## src/sv/hxd_pkg.sv

```systemverilog
// Shared types, constants and helpers for the hex text decoder.
package hxd_pkg;

  localparam int SKIP_SLOTS_DEF  = 4;
  localparam int COUNT_WIDTH_DEF = 16;
  localparam int SKIP_PACKED     = 4;   // skip bytes held in the skip_chars register
  localparam int SKIP_SLOTS_MAX  = 8;
  localparam int USED_W          = 16;  // width of the reported counts
  localparam int QUEUE_DEPTH     = 4;
  localparam int CFG_IDX_W       = 2;
  localparam int CFG_DATA_W      = 32;

  typedef enum logic [CFG_IDX_W-1:0] {
    CFG_SKIP_CHARS = 2'd0,
    CFG_SKIP_COUNT = 2'd1,
    CFG_OUT_LIMIT  = 2'd2
  } cfg_idx_t;

  typedef enum logic [1:0] {
    ST_OK         = 2'd0,
    ST_MALFORMED  = 2'd1,
    ST_INCOMPLETE = 2'd2,
    ST_FULL       = 2'd3
  } run_status_t;

  typedef struct packed {
    logic [8*SKIP_PACKED-1:0] skip_chars;
    logic [2:0]               skip_count;
    logic [15:0]              out_limit;
  } cfg_t;

  typedef struct packed {
    logic [USED_W-1:0] out_used;
    logic [USED_W-1:0] in_used;
    run_status_t       run_status;
    logic              done_res;
    logic              byte_valid;
    logic [7:0]        out_byte;
  } res_t;

  // Decode one ASCII hex digit: {is_digit, value}.
  function automatic logic [4:0] hex_decode(input logic [7:0] c);
    logic [4:0] r;
    r = 5'b0;
    if (c >= 8'h30 && c <= 8'h39)      r = {1'b1, 4'(c - 8'h30)};
    else if (c >= 8'h61 && c <= 8'h66) r = {1'b1, 4'(c - 8'h57)};
    else if (c >= 8'h41 && c <= 8'h46) r = {1'b1, 4'(c - 8'h37)};
    return r;
  endfunction

endpackage

```

## src/sv/hex_text_decoder_core.sv

```systemverilog
// Top level of the hex text decoder: configuration registers and the three stages.
//
//  channel | direction | transfer on            | payload
//  --------+-----------+------------------------+-----------------------------------------
//  in_     | input     | in_tvalid & in_tready  | tdata char_in, tuser first_char, tlast last_char
//  out_    | output    | out_tvalid & out_tready| tdata byte/in_used/out_used, tuser valid/status,
//          |           |                        | tlast done_res
//  cfg_    | input     | cfg_valid & cfg_ready  | cfg_index register, cfg_data value
//
//  One character per clock while in_tready is high. The front end updates run state
//  at the transfer edge and writes any result into the queue at that same edge; the
//  output register takes it when it is empty or being read, and then raises out_tvalid.
//  rst_n is synchronous and clears run state, the queue and the output stage; the
//  configuration resets to no skip characters and an output limit of 65535.
//  in_tready drops only while the four-entry result queue is full, so a stalled
//  output side holds back the input after five pending results (four queued, one
//  held in the output register).
module hex_text_decoder_core import hxd_pkg::*; #(
  parameter int SKIP_SLOTS  = SKIP_SLOTS_DEF,
  parameter int COUNT_WIDTH = COUNT_WIDTH_DEF
) (
  input  logic                  clk,
  input  logic                  rst_n,
  input  logic                  in_tvalid,
  output logic                  in_tready,
  input  logic [7:0]            in_tdata,    // [7:0] char_in
  input  logic [0:0]            in_tuser,    // [0] first_char
  input  logic                  in_tlast,    // last_char
  output logic                  out_tvalid,
  input  logic                  out_tready,
  output logic [39:0]           out_tdata,   // [7:0] out_byte, [23:8] in_used, [39:24] out_used
  output logic [2:0]            out_tuser,   // [0] byte_valid, [2:1] run_status
  output logic                  out_tlast,   // done_res
  input  logic                  cfg_valid,
  output logic                  cfg_ready,
  input  logic [CFG_IDX_W-1:0]  cfg_index,
  input  logic [CFG_DATA_W-1:0] cfg_data
);

  cfg_t cfg_r, cfg_nxt;
  logic take, push, pop, nonempty, full;
  res_t push_res, head_res;

  // Configuration writes land in the cfg_r register; unknown indexes drop.
  assign cfg_ready = 1'b1;

  always_comb begin
    cfg_nxt = cfg_r;
    if (cfg_valid) begin
      unique case (cfg_idx_t'(cfg_index))
        CFG_SKIP_CHARS: cfg_nxt.skip_chars = cfg_data[8*SKIP_PACKED-1:0];
        CFG_SKIP_COUNT: cfg_nxt.skip_count = cfg_data[2:0];
        CFG_OUT_LIMIT:  cfg_nxt.out_limit  = cfg_data[15:0];
        default:        cfg_nxt = cfg_r;
      endcase
    end
  end

  always_ff @(posedge clk) begin
    if (!rst_n) begin
      cfg_r.skip_chars <= '0;
      cfg_r.skip_count <= 3'd0;
      cfg_r.out_limit  <= 16'hFFFF;
    end else begin
      cfg_r <= cfg_nxt;
    end
  end

  // Accept whenever the queue has room for a possible result.
  assign in_tready = !full;
  assign take      = in_tvalid && in_tready;

  hxd_front #(
    .SKIP_SLOTS  (SKIP_SLOTS),
    .COUNT_WIDTH (COUNT_WIDTH)
  ) u_front (
    .clk        (clk),
    .rst_n      (rst_n),
    .cfg        (cfg_r),
    .take       (take),
    .char_in    (in_tdata),
    .first_char (in_tuser[0]),
    .last_char  (in_tlast),
    .push       (push),
    .push_res   (push_res)
  );

  hxd_queue u_queue (
    .clk      (clk),
    .rst_n    (rst_n),
    .push     (push),
    .push_res (push_res),
    .pop      (pop),
    .head_res (head_res),
    .nonempty (nonempty),
    .full     (full)
  );

  hxd_back u_back (
    .clk        (clk),
    .rst_n      (rst_n),
    .nonempty   (nonempty),
    .head_res   (head_res),
    .pop        (pop),
    .out_tvalid (out_tvalid),
    .out_tready (out_tready),
    .out_tdata  (out_tdata),
    .out_tuser  (out_tuser),
    .out_tlast  (out_tlast)
  );

  // A result without a new byte always ends the run.
  assert property (@(posedge clk) disable iff (!rst_n)
    out_tvalid && !out_tuser[0] |-> out_tlast)
    else $error("result without byte does not end the run");

  // Error status only on a run-ending result.
  assert property (@(posedge clk) disable iff (!rst_n)
    out_tvalid && (out_tuser[2:1] != ST_OK) |-> out_tlast && !out_tuser[0])
    else $error("error status on a byte or non-final result");

  // No byte means a zero byte field.
  assert property (@(posedge clk) disable iff (!rst_n)
    out_tvalid && !out_tuser[0] |-> (out_tdata[7:0] == 8'h00))
    else $error("stale byte on a result without byte");

  // A halted front end must not push a result without a new run.
  assert property (@(posedge clk) disable iff (!rst_n)
    push && push_res.done_res |=> !(push && !in_tuser[0]) || !$past(take))
    else $error("result after the run ended");

endmodule

```

## src/sv/hxd_front.sv

```systemverilog
// Front end: accepts characters, keeps run state and builds result records.
module hxd_front import hxd_pkg::*; #(
  parameter int SKIP_SLOTS  = SKIP_SLOTS_DEF,
  parameter int COUNT_WIDTH = COUNT_WIDTH_DEF
) (
  input  logic       clk,
  input  logic       rst_n,
  input  cfg_t       cfg,
  input  logic       take,       // a character transfer happens this cycle
  input  logic [7:0] char_in,
  input  logic       first_char,
  input  logic       last_char,
  output logic       push,
  output res_t       push_res
);

  localparam int EXT_W = COUNT_WIDTH + USED_W;

  logic [3:0]             high_nibble_r, high_nibble_nxt;
  logic                   pending_r, pending_nxt;
  logic [COUNT_WIDTH-1:0] in_cnt_r, in_cnt_nxt;
  logic [COUNT_WIDTH-1:0] out_cnt_r, out_cnt_nxt;
  logic                   halted_r, halted_nxt;

  logic [COUNT_WIDTH-1:0] in_cur, out_cur, in_inc, out_inc, in_rep, in_dec;
  logic                   pend_cur, halt_cur;
  logic [4:0]             hex;
  logic                   is_skip;
  logic [8*SKIP_SLOTS_MAX-1:0] skip_pad;
  logic                   at_limit;
  logic                   emit, emit_valid, emit_done;
  logic [7:0]             emit_byte;
  run_status_t            emit_status;
  logic [EXT_W-1:0]       in_ext, out_ext;

  // Start of run clears state ahead of the character.
  assign in_cur   = first_char ? '0 : in_cnt_r;
  assign out_cur  = first_char ? '0 : out_cnt_r;
  assign pend_cur = first_char ? 1'b0 : pending_r;
  assign halt_cur = first_char ? 1'b0 : halted_r;

  assign in_inc  = (in_cur == '1) ? in_cur : in_cur + 1'b1;
  assign out_inc = (out_cur == '1) ? out_cur : out_cur + 1'b1;
  assign in_dec  = (in_cur == '0) ? '0 : in_cur - 1'b1;

  assign hex      = hex_decode(char_in);
  assign at_limit = EXT_W'(out_cur) >= EXT_W'(cfg.out_limit);
  assign skip_pad = (8*SKIP_SLOTS_MAX)'(cfg.skip_chars);

  always_comb begin
    is_skip = 1'b0;
    for (int k = 0; k < SKIP_SLOTS; k++) begin
      if ((4'(k) < {1'b0, cfg.skip_count}) && (skip_pad[8*k +: 8] == char_in)) begin
        is_skip = 1'b1;
      end
    end
  end

  always_comb begin
    high_nibble_nxt = high_nibble_r;
    pending_nxt     = pending_r;
    in_cnt_nxt      = in_cnt_r;
    out_cnt_nxt     = out_cnt_r;
    halted_nxt      = halted_r;
    emit            = 1'b0;
    emit_valid      = 1'b0;
    emit_done       = 1'b0;
    emit_byte       = 8'h00;
    emit_status     = ST_OK;
    in_rep          = in_cur;
    if (take) begin
      pending_nxt = pend_cur;
      in_cnt_nxt  = in_cur;
      out_cnt_nxt = out_cur;
      halted_nxt  = halt_cur;
      if (first_char) high_nibble_nxt = 4'h0;
      if (!halt_cur) begin
        if (!pend_cur) begin
          if (!hex[4]) begin
            if (is_skip) begin
              in_cnt_nxt = in_inc;
              in_rep     = in_inc;
              emit       = last_char;
              emit_done  = last_char;
            end else begin
              emit        = 1'b1;
              emit_done   = 1'b1;
              emit_status = ST_MALFORMED;
            end
          end else if (last_char) begin
            emit        = 1'b1;
            emit_done   = 1'b1;
            emit_status = ST_INCOMPLETE;
          end else begin
            high_nibble_nxt = hex[3:0];
            pending_nxt     = 1'b1;
            in_cnt_nxt      = in_inc;
          end
        end else begin
          pending_nxt = 1'b0;
          if (!hex[4]) begin
            emit        = 1'b1;
            emit_done   = 1'b1;
            emit_status = ST_MALFORMED;
          end else if (at_limit) begin
            emit        = 1'b1;
            emit_done   = 1'b1;
            emit_status = ST_FULL;
            in_rep      = in_dec;
          end else begin
            out_cnt_nxt = out_inc;
            in_cnt_nxt  = in_inc;
            in_rep      = in_inc;
            emit        = 1'b1;
            emit_valid  = 1'b1;
            emit_done   = last_char;
            emit_byte   = {high_nibble_r, hex[3:0]};
          end
        end
        if (emit_done) halted_nxt = 1'b1;
      end
    end
  end

  // Clamp the counts to the reported width.
  assign in_ext  = EXT_W'(in_rep);
  assign out_ext = EXT_W'(out_cnt_nxt);

  always_comb begin
    push_res.out_byte   = emit_byte;
    push_res.byte_valid = emit_valid;
    push_res.done_res   = emit_done;
    push_res.run_status = emit_status;
    push_res.in_used    = (|in_ext[EXT_W-1:USED_W]) ? '1 : in_ext[USED_W-1:0];
    push_res.out_used   = (|out_ext[EXT_W-1:USED_W]) ? '1 : out_ext[USED_W-1:0];
  end

  assign push = take && emit;

  always_ff @(posedge clk) begin
    if (!rst_n) begin
      high_nibble_r <= 4'h0;
      pending_r     <= 1'b0;
      in_cnt_r      <= '0;
      out_cnt_r     <= '0;
      halted_r      <= 1'b0;
    end else begin
      high_nibble_r <= high_nibble_nxt;
      pending_r     <= pending_nxt;
      in_cnt_r      <= in_cnt_nxt;
      out_cnt_r     <= out_cnt_nxt;
      halted_r      <= halted_nxt;
    end
  end

endmodule

```

## src/sv/hxd_queue.sv

```systemverilog
// Result queue between the front end and the output stage.
module hxd_queue import hxd_pkg::*; (
  input  logic clk,
  input  logic rst_n,
  input  logic push,
  input  res_t push_res,
  input  logic pop,
  output res_t head_res,
  output logic nonempty,
  output logic full
);

  localparam int PTR_W = $clog2(QUEUE_DEPTH);

  res_t             mem [QUEUE_DEPTH];
  logic [PTR_W-1:0] wr_ptr_r, wr_ptr_nxt;
  logic [PTR_W-1:0] rd_ptr_r, rd_ptr_nxt;
  logic [PTR_W:0]   level_r, level_nxt;

  assign nonempty = (level_r != '0);
  assign full     = (level_r == (PTR_W+1)'(QUEUE_DEPTH));
  assign head_res = mem[rd_ptr_r];

  always_comb begin
    wr_ptr_nxt = push ? wr_ptr_r + 1'b1 : wr_ptr_r;
    rd_ptr_nxt = pop ? rd_ptr_r + 1'b1 : rd_ptr_r;
    level_nxt  = level_r + (PTR_W+1)'(push) - (PTR_W+1)'(pop);
  end

  always_ff @(posedge clk) begin
    if (push) mem[wr_ptr_r] <= push_res;
  end

  always_ff @(posedge clk) begin
    if (!rst_n) begin
      wr_ptr_r <= '0;
      rd_ptr_r <= '0;
      level_r  <= '0;
    end else begin
      wr_ptr_r <= wr_ptr_nxt;
      rd_ptr_r <= rd_ptr_nxt;
      level_r  <= level_nxt;
    end
  end

endmodule

```

## src/sv/hxd_back.sv

```systemverilog
// Output stage: drains the queue into a registered result transfer.
module hxd_back import hxd_pkg::*; (
  input  logic        clk,
  input  logic        rst_n,
  input  logic        nonempty,
  input  res_t        head_res,
  output logic        pop,
  output logic        out_tvalid,
  input  logic        out_tready,
  output logic [39:0] out_tdata,
  output logic [2:0]  out_tuser,
  output logic        out_tlast
);

  logic vld_r, vld_nxt;
  res_t res_r;

  assign pop     = nonempty && (!vld_r || out_tready);
  assign vld_nxt = pop ? 1'b1 : (vld_r && !out_tready);

  always_ff @(posedge clk) begin
    if (!rst_n) vld_r <= 1'b0;
    else        vld_r <= vld_nxt;
  end

  always_ff @(posedge clk) begin
    if (pop) res_r <= head_res;
  end

  assign out_tvalid = vld_r;
  assign out_tdata  = {res_r.out_used, res_r.in_used, res_r.out_byte};
  assign out_tuser  = {res_r.run_status, res_r.byte_valid};
  assign out_tlast  = res_r.done_res;

endmodule
```

## config.mk

```make
export PLATFORM = sky130hd
export DESIGN_NAME = hex_text_decoder_core
export DESIGN_NICKNAME = d
export VERILOG_FILES = /design/src/sv/hxd_pkg.sv /design/src/sv/hex_text_decoder_core.sv /design/src/sv/hxd_front.sv /design/src/sv/hxd_queue.sv /design/src/sv/hxd_back.sv
export SDC_FILE = /design/constraint.sdc
export NUM_CORES = 1
export LEC_CHECK = 0
export ABC_AREA = 1
export ABC_CLOCK_PERIOD_IN_PS = 4960
export CELL_PAD_IN_SITES_DETAIL_PLACEMENT = 2
export CELL_PAD_IN_SITES_GLOBAL_PLACEMENT = 2
export CORE_MARGIN = 3
export CORE_UTILIZATION = 40
export DETAILED_ROUTE_END_ITERATION = 7
export DONT_BUFFER_PORTS = 1
export GPL_ROUTABILITY_DRIVEN = 0
export PLACE_DENSITY = 0.83
export SLEW_MARGIN = 20
export SYNTH_ARGS = -nofsm -noshare
export SYNTH_HDL_FRONTEND = slang
export SYNTH_SLANG_ARGS = --single-unit
```

## constraint.sdc

```tcl
create_clock -name clk -period 4.96 [get_ports clk]
set_input_delay 0.248 -clock clk [delete_from_list [all_inputs] [get_ports clk]]
set_output_delay 0.248 -clock clk [all_outputs]
set_load 0.02 [all_outputs]
```

==> results of run 1 <==
-- final cells by class --
type | count | area [um2]
inverter | 194 | 737
multi-input combinational | 1254 | 6380
sequential | 317 | 8550
clock buffer | 51 | 998
clock inverter | 15 | 196
antenna | 3 | 7.51
fill | 4237 | 21000
tap | 518 | 648
timing repair buffer | 57 | 551
-- sequential cells by signal, indices dropped and copies added (netlist names) --
name	cells
u_queue.mem	176
cfg_r	51
u_back.out_tdata	40
u_front.in_cnt_r	16
u_front.out_cnt_r	16
u_front.high_nibble_r	4
u_back.out_tuser	3
u_queue.level_r	3
u_queue.rd_ptr_r	2
u_queue.wr_ptr_r	2
u_back.out_tlast	1
u_back.out_tvalid	1
u_front.halted_r	1
u_front.pending_r	1
-- metal layers --
metal | vias up | global-route usage, % | wire length, um
met2 | 729 | 55.2 | 34000
met1 | 7338 | 39.2 | 26900
met3 | 201 | 6.57 | 5270
met5 | - | 0 | 15
li1 | 6307 | - | -
met4 | 2 | 15.4 | 3300
-- through the flow --
step	hold WS [ns]	setup WS, ns	utilization (%)
CTS	0.00657	1.20	46.2
global route	0.0398	0.954	46.2
detailed placement	0.364	1.21	42.2
global placement	0.360	1.48	42.2
floorplan	0.378	1.15	-
finish	0.0382	1.01	46.2
-- cell usage in the layout (no fill, tap or decap), types with 15 or more instances in the layout --
cell type	count
clkbuf_16	37
o21ai_0	177
nor3_1	15
edfxtp_1	220
a21oi_1	92
ha_1	30
o211ai_1	28
o22ai_1	50
nand3_1	123
nor2_2	17
buf_4	19
nand4_1	30
inv_1	174
dfxtp_1	95
dlygate4sd3_1	36
xor2_1	21
nand2_1	367
nor2_1	221
-- critical path, stage by stage (launching register included) --
cell     delay (ns)
dfxtp_1        0.39
inv_1          0.06
nor2_1         0.26
ha_1           0.32
a21oi_1        0.24
o21a_1         0.16
nand2_1        0.06
nand2_1        0.15
nand3_1        0.28
nor2_4         0.79
nand2_1        0.23
nand3_1        0.15
o21ai_1        0.09
mux2i_1        0.46
-- worst min-delay path by stage --
stage	startpoint	cells after the start	end
3_5_place_dp	rst_n	1	cfg_r[6]
3_3_place_gp	rst_n	1	cfg_r[1]
2_1_floorplan	cfg_data[0]	2	cfg_r[0]
6_report	cfg_index[0]	2	cfg_r[18]
4_1_cts	cfg_index[0]	2	cfg_r[18]
5_1_grt	cfg_index[0]	2	cfg_r[17]
-- power by group --
part	switching [uW]	leakage [uW]	internal (uW)
sequential	462	0.00303	3370
combinational	1540	0.00381	490
clock	1210	0.000574	1630
-- synth_stat cells, drive strengths merged --
master	count	area, um2
dfxtp	97	1940
buf	29	203
nor2	252	1060
clkbuf	57	214
xor2	21	184
nor3	18	106
a31o	1	8.76
a31oi	2	12.5
clkinv	5	20.0
mux2i	6	60.1
a21oi	93	469
fa	1	20.0
nand3b	5	37.5
o21a	1	7.51
nand2	381	1500
o211ai	28	210
nand3	131	703
a21boi	2	15.0
conb	1	3.75
ha	30	375
edfxtp	220	6610
nor4	1	6.26
nand4	32	221
o21ai	187	936
inv	189	717
or2	2	12.5
xnor2	4	35.0
o22ai	50	313
o2111ai	5	43.8
-- cell families (layout without fill, tap and decap cells) --
kind of cell	Yosys count	after routing	synth area share, %
compound gates	369	369	12.6
xor+xnor	25	25	1.37
fa+ha+maj	31	31	2.46
buf+inv	280	317	7.19
flops	317	317	53.3
mux	6	6	0.374
other cells	1	4	0.0234
simple gates	822	822	22.7
==> summary.md, run 1 <==
| Metric | Value |
|---|---|
| Outcome | `completed` |
| Cell total after placement | `2303` |
| Worst-Skew Late Latency | `0.58 ns` |
| Setup Total Neg Slack | `0 ns` |
| Seq/Total Area, Yosys | `53.3%` |
| P_leak | `0.00742 uW` |
| Nets@finish | `1941` |
| Routed Antenna Nets | `0` |
| Flop-to-flop setup slack | `1.01 ns` |
| First-pass GRT wire length | `102000 um` |
| TritonCTS clock tree | `done` |
| Die X | `206 um` |
| Largest net degree at the start of global routing | `92` |
| Worst Setup SP | `u_front.out_cnt_r[5]` |
| Post-Syn Area | `16000 um2` |
| Placeable Area | `39100 um2` |
| Die ar. | `42500 um2` |
| TritonCTS Buffers | `37` |
| Initial DRC Count | `1384` |
| Routed WL per cell | `28.8 um` |
| Max Fanout on Critical Path | `33` |
| RSZ-0062 raised after global routing | `no` |
| Slew HR | `29.5%` |
| Total power | `8710 uW` |
| Yosys Warn Count | `0` |
| Area after DPL | `16500 um2` |
| Row cnt | `72` |
| GRT Overall Usage | `32.3%` |
| H-tree levels | `2` |
| Ports | `96` |
| Mean number of vias per cell | `6.05` |
| Number of global-route vias before repair | `15909` |
| Startpoint class of the critical path | `flip-flop` |
| Die height | `206 um` |
| Drt first pass iters | `5` |
| Critical path class | `flip-flop to flip-flop` |
| Hold Buf Count CTS | `37` |
| Vias | `14577` |
| Synth unique cells | `51` |
| Data required time at the worst endpoint | `5.23 ns` |
| DP Wirelength | `41800 um` |
| Worst-Margin Slew | `1.06 ns` |
| Min-Delay Path Class | `input port to flip-flop` |
| Area grow syn2layout | `12.7%` |
| Final period utilization | `79.7%` |
| Grt total ovfl | `0` |
| Post-synth net total | `1931` |
| Post-CTS Setup Bufs | `0` |
| Max Clk Rate | `253 MHz` |
| Slew Limit Fails | `0` |
| Number of synthesized register bits | `317` |
| Cells after Synth | `1851` |
| Root Buffer | `clkbuf_16` |
| Reg2reg start | `u_front.out_cnt_r[5]` |
| I/O Buffers | `0` |
| DRC Markers | `0` |
| Clock skew | `0.0301 ns` |
| Final Routed Wirelength | `69400 um` |
| Share of cells above drive strength 1 | `7.84%` |
| Max-cap viol count | `0` |
| FF-to-FF path depth | `13` |
| Tmin final | `3.95 ns` |
| Arr. time, crit path | `4.23 ns` |
| Syn avg cell area | `8.67 um2` |
| PwrDens | `482 nW/um2` |
| Initial antenna violation count | `4` |
| Clk buf depth | `3` |
| Reg2Reg Capture Point | `u_queue.mem[3][18]` |
| Final setup vio count | `0` |
| # clock sinks | `317` |
| Hold Violations, Final | `0` |
| Post-cts sizing count | `0` |
| Peak supply drop | `0.269 mV` |
| Initial Util | `41.0%` |
| Clk slew on worst S/H paths | `0.06 ns` |
| CP Capture Point | `u_queue.mem[3][18]` |
| Post-Layout Cell Count | `2409` |
| Final Cell Area | `18100 um2` |
| CP endpoint kind | `flip-flop` |
No activity file was read; power rests on OpenSTA's default activity.
==> run 2: changes to the inputs <==
- ABC_CLOCK_PERIOD_IN_PS: 4960 -> 3700
- clock period: 4.96 -> 3.7 ns (I/O delays scaled with it)
==> summary.md, run 2 (same netlist as run 1, synthesis figures left out) <==
| Metric | Value |
|---|---|
| Final setup vio count | `4` |
| Ports | `96` |
| Worst-Skew Late Latency | `0.60 ns` |
| Tmin final | `3.73 ns` |
| Initial Util | `41.0%` |
| GRT Overall Usage | `34.5%` |
| Hold Violations, Final | `0` |
| Final period utilization | `101%` |
| Mean number of vias per cell | `6.19` |
| Hold depth | `2` |
| # clock sinks | `317` |
| Data required time at the worst endpoint | `3.89 ns` |
| Reg2Reg Capture Point | `u_queue.mem[0][13]` |
| Row cnt | `72` |
| Worst path top cell family by delay | `simple AND/OR/NAND/NOR gates` |
| Setup WS post-layout | `-0.0290 ns` |
| Placeable Area | `39100 um2` |
| Area grow syn2layout | `14.4%` |
| P_leak | `0.00754 uW` |
| Clk slew on worst S/H paths | `0.07 ns` |
| WHS | `0.0123 ns` |
| Outcome | `finished with violations` |
| Reg area | `8550 um2` |
| DP Worst Slack | `0.435 ns` |
| Hold Crit Start | `cfg_valid` |
| Area of the multi-input gates | `6390 um2` |
| Drt first pass iters | `5` |
| Cell Chain, Critical Path | `inv_1 -> nor2_1 -> ha_1 -> nand2_1 -> nor3_1 -> nand3_1 -> nand3_2 -> nor2_4 -> buf_6 -> a21oi_1 -> o21ai_0 -> nand3_1 -> o21ai_0` |
| Die height | `206 um` |
| Flop-to-flop setup slack | `-0.03 ns` |
| TritonCTS Buffers | `37` |
| RSZ-0062 raised after global routing | `no` |
| First-pass GRT wire length | `109000 um` |
| CP endpoint kind | `flip-flop` |
| Die ar. | `42500 um2` |
| DRC Markers | `0` |
| Share of cells above drive strength 1 | `8.77%` |
| Reg2reg start | `u_front.out_cnt_r[14]` |
| Grt total ovfl | `0` |
| Post-CTS Setup Bufs | `0` |
| Final Routed Wirelength | `73800 um` |
| Startpoint class of the critical path | `flip-flop` |
| Max-cap viol count | `0` |
| Root Buffer | `clkbuf_16` |
| I/O Buffers | `0` |
| Arr. time, crit path | `3.91 ns` |
| Crit-path max cell delay | `0.44 ns` |
| Largest Register | `u_queue.mem` |
| Routed WL per cell | `30.3 um` |
| Slew HR | `31.0%` |
| Initial antenna violation count | `5` |
| Crit-path slowest cell | `nor3_1` |
| Critical path class | `flip-flop to flip-flop` |
| Largest net degree at the start of global routing | `92` |
| Bufs and invs on worst path | `2` |
| Routed Antenna Nets | `0` |
| Max Clk Rate | `268 MHz` |
| Cell total after placement | `2319` |
| Number of global-route vias before repair | `16448` |
| FF-to-FF path depth | `13` |
| Nets@finish | `1968` |
| Initial DRC Count | `1577` |
| Peak supply drop | `0.287 mV` |
| Min-Delay Path Class | `input port to flip-flop` |
| Die X | `206 um` |
| Clk buf depth | `3` |
| Max Fanout on Critical Path | `33` |
| Failing checks | `negative setup slack` |
| Clock skew | `0.0423 ns` |
| DP Wirelength | `42700 um` |
| TritonCTS clock tree | `done` |
| H-tree levels | `2` |
| Slew Limit Fails | `0` |
| Hold Path End | `cfg_r[17]` |
| # fillers | `4172` |
| Max reg flops | `176` |
| Commonest non-fill, non-tap cells in the layout | `nand2_1 (367), nor2_1 (222), edfxtp_1 (220)` |
| Most common cell after layout, fill and taps aside | `nand2_1` |
| PwrDens | `645 nW/um2` |
| Vias | `15067` |
| Worst-Margin Slew | `1.04 ns` |
| Post-Layout Cell Count | `2436` |
-- run 2: metrics by stage --
step	total power, uW	TNS, ns	utilization (%)	cell area (um2)
6_report	11800	-0.101	46.9	18300
3_5_place_dp	7710	0	42.6	16600
2_1_floorplan	6650	-8.35	-	16000
3_3_place_gp	7370	0	42.6	16600
5_1_grt	12200	0	46.9	18300
4_1_cts	11800	0	46.9	18300
-- run 2: worst max path at each step --
stage               cells past startpoint                  to                   from
global placement                       14  u_queue.mem[2][18]               in_tuser
global route                           13  u_queue.mem[0][13]  u_front.out_cnt_r[14]
finish                                 13  u_queue.mem[0][13]  u_front.out_cnt_r[14]
CTS                                    12  u_queue.mem[3][10]  u_front.out_cnt_r[14]
floorplan                              12   u_queue.mem[0][0]            in_tdata[1]
detailed placement                     13   u_queue.mem[3][9]               in_tuser
-- run 2: metal layers --
layer / part of all wire [%] / global-route usage [%] / vias up
met5: 0.035 / 0 / -
met4: 5.4 / 17.3 / 4
met3: 6.7 / 6.24 / 289
met2: 49 / 59.7 / 800
met1: 38 / 41.3 / 7621
li1: - / - / 6353
-- run 2: layout make-up --
type | instances | share of cell area [%]
diodes | 2 | 0.0273
clock buffers | 40 | 5.16
clock inverters | 27 | 1.29
inverters | 194 | 4.02
multi-input cells | 1254 | 34.8
flip-flops and latches | 317 | 46.6
well taps | 518 | 3.53
repair buffers | 84 | 4.55
-- run 2: repair_timing --
item,4_1_cts,5_1_grt
resized for setup,0,3
hold buffers,48,0
endpoints found under the hold margin,72,0
setup endpoints to repair,0,42
-- run 2: report_power, final --
part	total [uW]	internal [uW]	switching (uW)
combinational	2800	708	2100
sequential	5140	4520	625
clock	3890	2140	1750
==> run 3: changes to the inputs <==
- ABC_CLOCK_PERIOD_IN_PS: 3700 -> 3600
- clock period: 3.7 -> 3.6 ns (I/O delays scaled with it)
==> summary.md, run 3 (same netlist as run 1, synthesis figures left out) <==
| Metric | Value |
|---|---|
| Die height | `206 um` |
| Final Routed Wirelength | `75300 um` |
| Nets@finish | `1969` |
| Critical path class | `flip-flop to flip-flop` |
| Commonest non-fill, non-tap cells in the layout | `nand2_1 (367), nor2_1 (222), edfxtp_1 (220)` |
| Routed wl met3 | `5810 um` |
| Max-cap viol count | `0` |
| CP endpoint kind | `flip-flop` |
| Area grow syn2layout | `15.4%` |
| Routed Antenna Nets | `0` |
| Hold Crit Start | `cfg_index[1]` |
| Top sig layer | `met5` |
| Die X | `206 um` |
| Reg2Reg Capture Point | `u_front.out_cnt_r[12]` |
| Sw Ratio | `37.2%` |
| Routed WL per cell | `30.9 um` |
| Clk slew on worst S/H paths | `0.07 ns` |
| Metal-1 WL | `28700 um` |
| Worst-Margin Slew | `1.07 ns` |
| Setup Total Neg Slack | `-0.00110 ns` |
| RSZ-0062 raised after global routing | `no` |
| Clock skew | `0.0426 ns` |
| Clk buf depth | `3` |
| Reg2reg start | `u_front.out_cnt_r[9]` |
| First-pass GRT wire length | `111000 um` |
| Initial Util | `41.0%` |
| TritonCTS clock tree | `done` |
| Logic pwr share | `23.3%` |
| Initial antenna violation count | `3` |
| I/O Buffers | `0` |
| Min-Delay Path Class | `input port to flip-flop` |
| Share of cells above drive strength 1 | `8.97%` |
| Hold Violations, Final | `0` |
| Failing checks | `negative setup slack` |
| Drt first pass iters | `6` |
| Flop pwr share | `42.1%` |
| # clock sinks | `317` |
| P_leak | `0.00761 uW` |
| DRC Markers | `0` |
| Final Cell Area | `18500 um2` |
| Flop-to-flop setup slack | `-0.001 ns` |
| Setup WS post-layout | `-0.00110 ns` |
| Vias | `15119` |
| Die ar. | `42500 um2` |
| Placeable Area | `39100 um2` |
| CP Capture Point | `u_front.out_cnt_r[12]` |
| Max reg flops | `176` |
| Max Clk Rate | `278 MHz` |
| Mean number of vias per cell | `6.20` |
| Slew HR | `28.4%` |
| Startpoint class of the critical path | `flip-flop` |
| Largest net degree at the start of global routing | `92` |
| Net switching power | `4660 uW` |
| Ports | `96` |
| Worst-Skew Late Latency | `0.61 ns` |
| Largest Register | `u_queue.mem` |
| Number of global-route vias before repair | `16410` |
| TritonCTS Buffers | `37` |
| Arr. time, crit path | `4.11 ns` |
| Outcome | `finished with violations` |
| Slew Limit Fails | `0` |
| Most common cell after layout, fill and taps aside | `nand2_1` |
| Fin util | `47.4%` |
| # fillers | `4138` |
| Max Fanout on Critical Path | `6` |
| Initial DRC Count | `1538` |
| Tmin final | `3.60 ns` |
| Worst Setup SP | `u_front.out_cnt_r[9]` |
| DP Wirelength | `41700 um` |
| WL met2 | `36900 um` |
| Cell total after placement | `2314` |
| Data required time at the worst endpoint | `4.11 ns` |
| Pint | `7870 uW` |
| FF-to-FF path depth | `14` |
| H-tree levels | `2` |
| Area after DPL | `16600 um2` |
| WHS | `0.0163 ns` |
| Root Buffer | `clkbuf_16` |
| PwrDens | `677 nW/um2` |
| Grt total ovfl | `0` |
| Row cnt | `72` |
| Final period utilization | `100%` |
| Peak supply drop | `0.313 mV` |
| Post-Layout Cell Count | `2437` |
| GRT Overall Usage | `35.0%` |
| Clock share of power | `34.6%` |
| Final setup vio count | `1` |
run 3: cell count changes in the layout (fill, tap and decap cells not counted), sizes merged:
cell,before,now
clkinvlp,2,0
clkinv,23,20
buf,37,32
dlygate4sd3,47,53
clkbuf,40,45
diode,2,1
inv,192,190
bufinv,4,7
run 3: power by group through the flow:
stage / clock (uW) / combinational (uW) / sequential, uW
floorplan: 0 / 1630 / 5200
global placement: 0 / 2300 / 5250
detailed placement: 0 / 2590 / 5340
CTS: 4320 / 2830 / 5290
global route: 4480 / 3130 / 5330
finish: 4340 / 2920 / 5280
run 3: per-stage QoR:
stage	total power, uW	worst slack [ns]
6_report	12500	-0.00110
5_1_grt	12900	0.0202
3_5_place_dp	7930	0.393
2_1_floorplan	6840	-0.142
3_3_place_gp	7560	0.513
4_1_cts	12400	0.0680
run 3: cell type report:
type	instances	area, um2	area share [%]
Tap cell	518	648	3.50
Clock buffer	45	1010	5.44
Clock inverter	23	308	1.66
Sequential cell	317	8550	46.2
Multi-Input combinational cell	1254	6420	34.7
Inverter	194	738	3.99
Antenna cell	1	2.50	0.0135
Timing Repair Buffer	85	845	4.56
run 3: critical path, cell delays in order (launching register included):
cell     delay, ns
dfxtp_1       0.39
inv_1         0.10
nor2_1        0.25
ha_1          0.34
nand2_1       0.11
nand2_1       0.08
nand3_1       0.09
nand2_1       0.08
a21oi_2       0.35
nand4_4       0.29
nor3_4        0.40
nand2_1       0.17
xor2_2        0.56
inv_1         0.18
nor2_1        0.12
run 3: repair_timing:
| item | 4_1_cts | 5_1_grt |
|---|---|---|
| resized for setup | 0 | 9 |
| hold buffers | 53 | 1 |
| hold endpoints to repair | 86 | 1 |
| buffers inserted | 0 | 0 |
| setup endpoints to repair | 0 | 75 |
run 3: per-layer routing:
layer | up-vias | global-route usage (%)
met5 | - | 0
met3 | 268 | 7.34
li1 | 6341 | -
met2 | 848 | 60.8
met4 | 2 | 15.2
met1 | 7660 | 42.0
run 3: worst min path at each step:
stage                               to  slack (ns)  cells after the start
finish                       cfg_r[16]        0.02                      3
global route                 cfg_r[16]        0.03                      3
CTS                          cfg_r[16]      0.0006                      3
detailed placement           cfg_r[15]        0.30                      1
global placement    u_queue.level_r[1]        0.30                      2
floorplan                     cfg_r[0]        0.31                      2
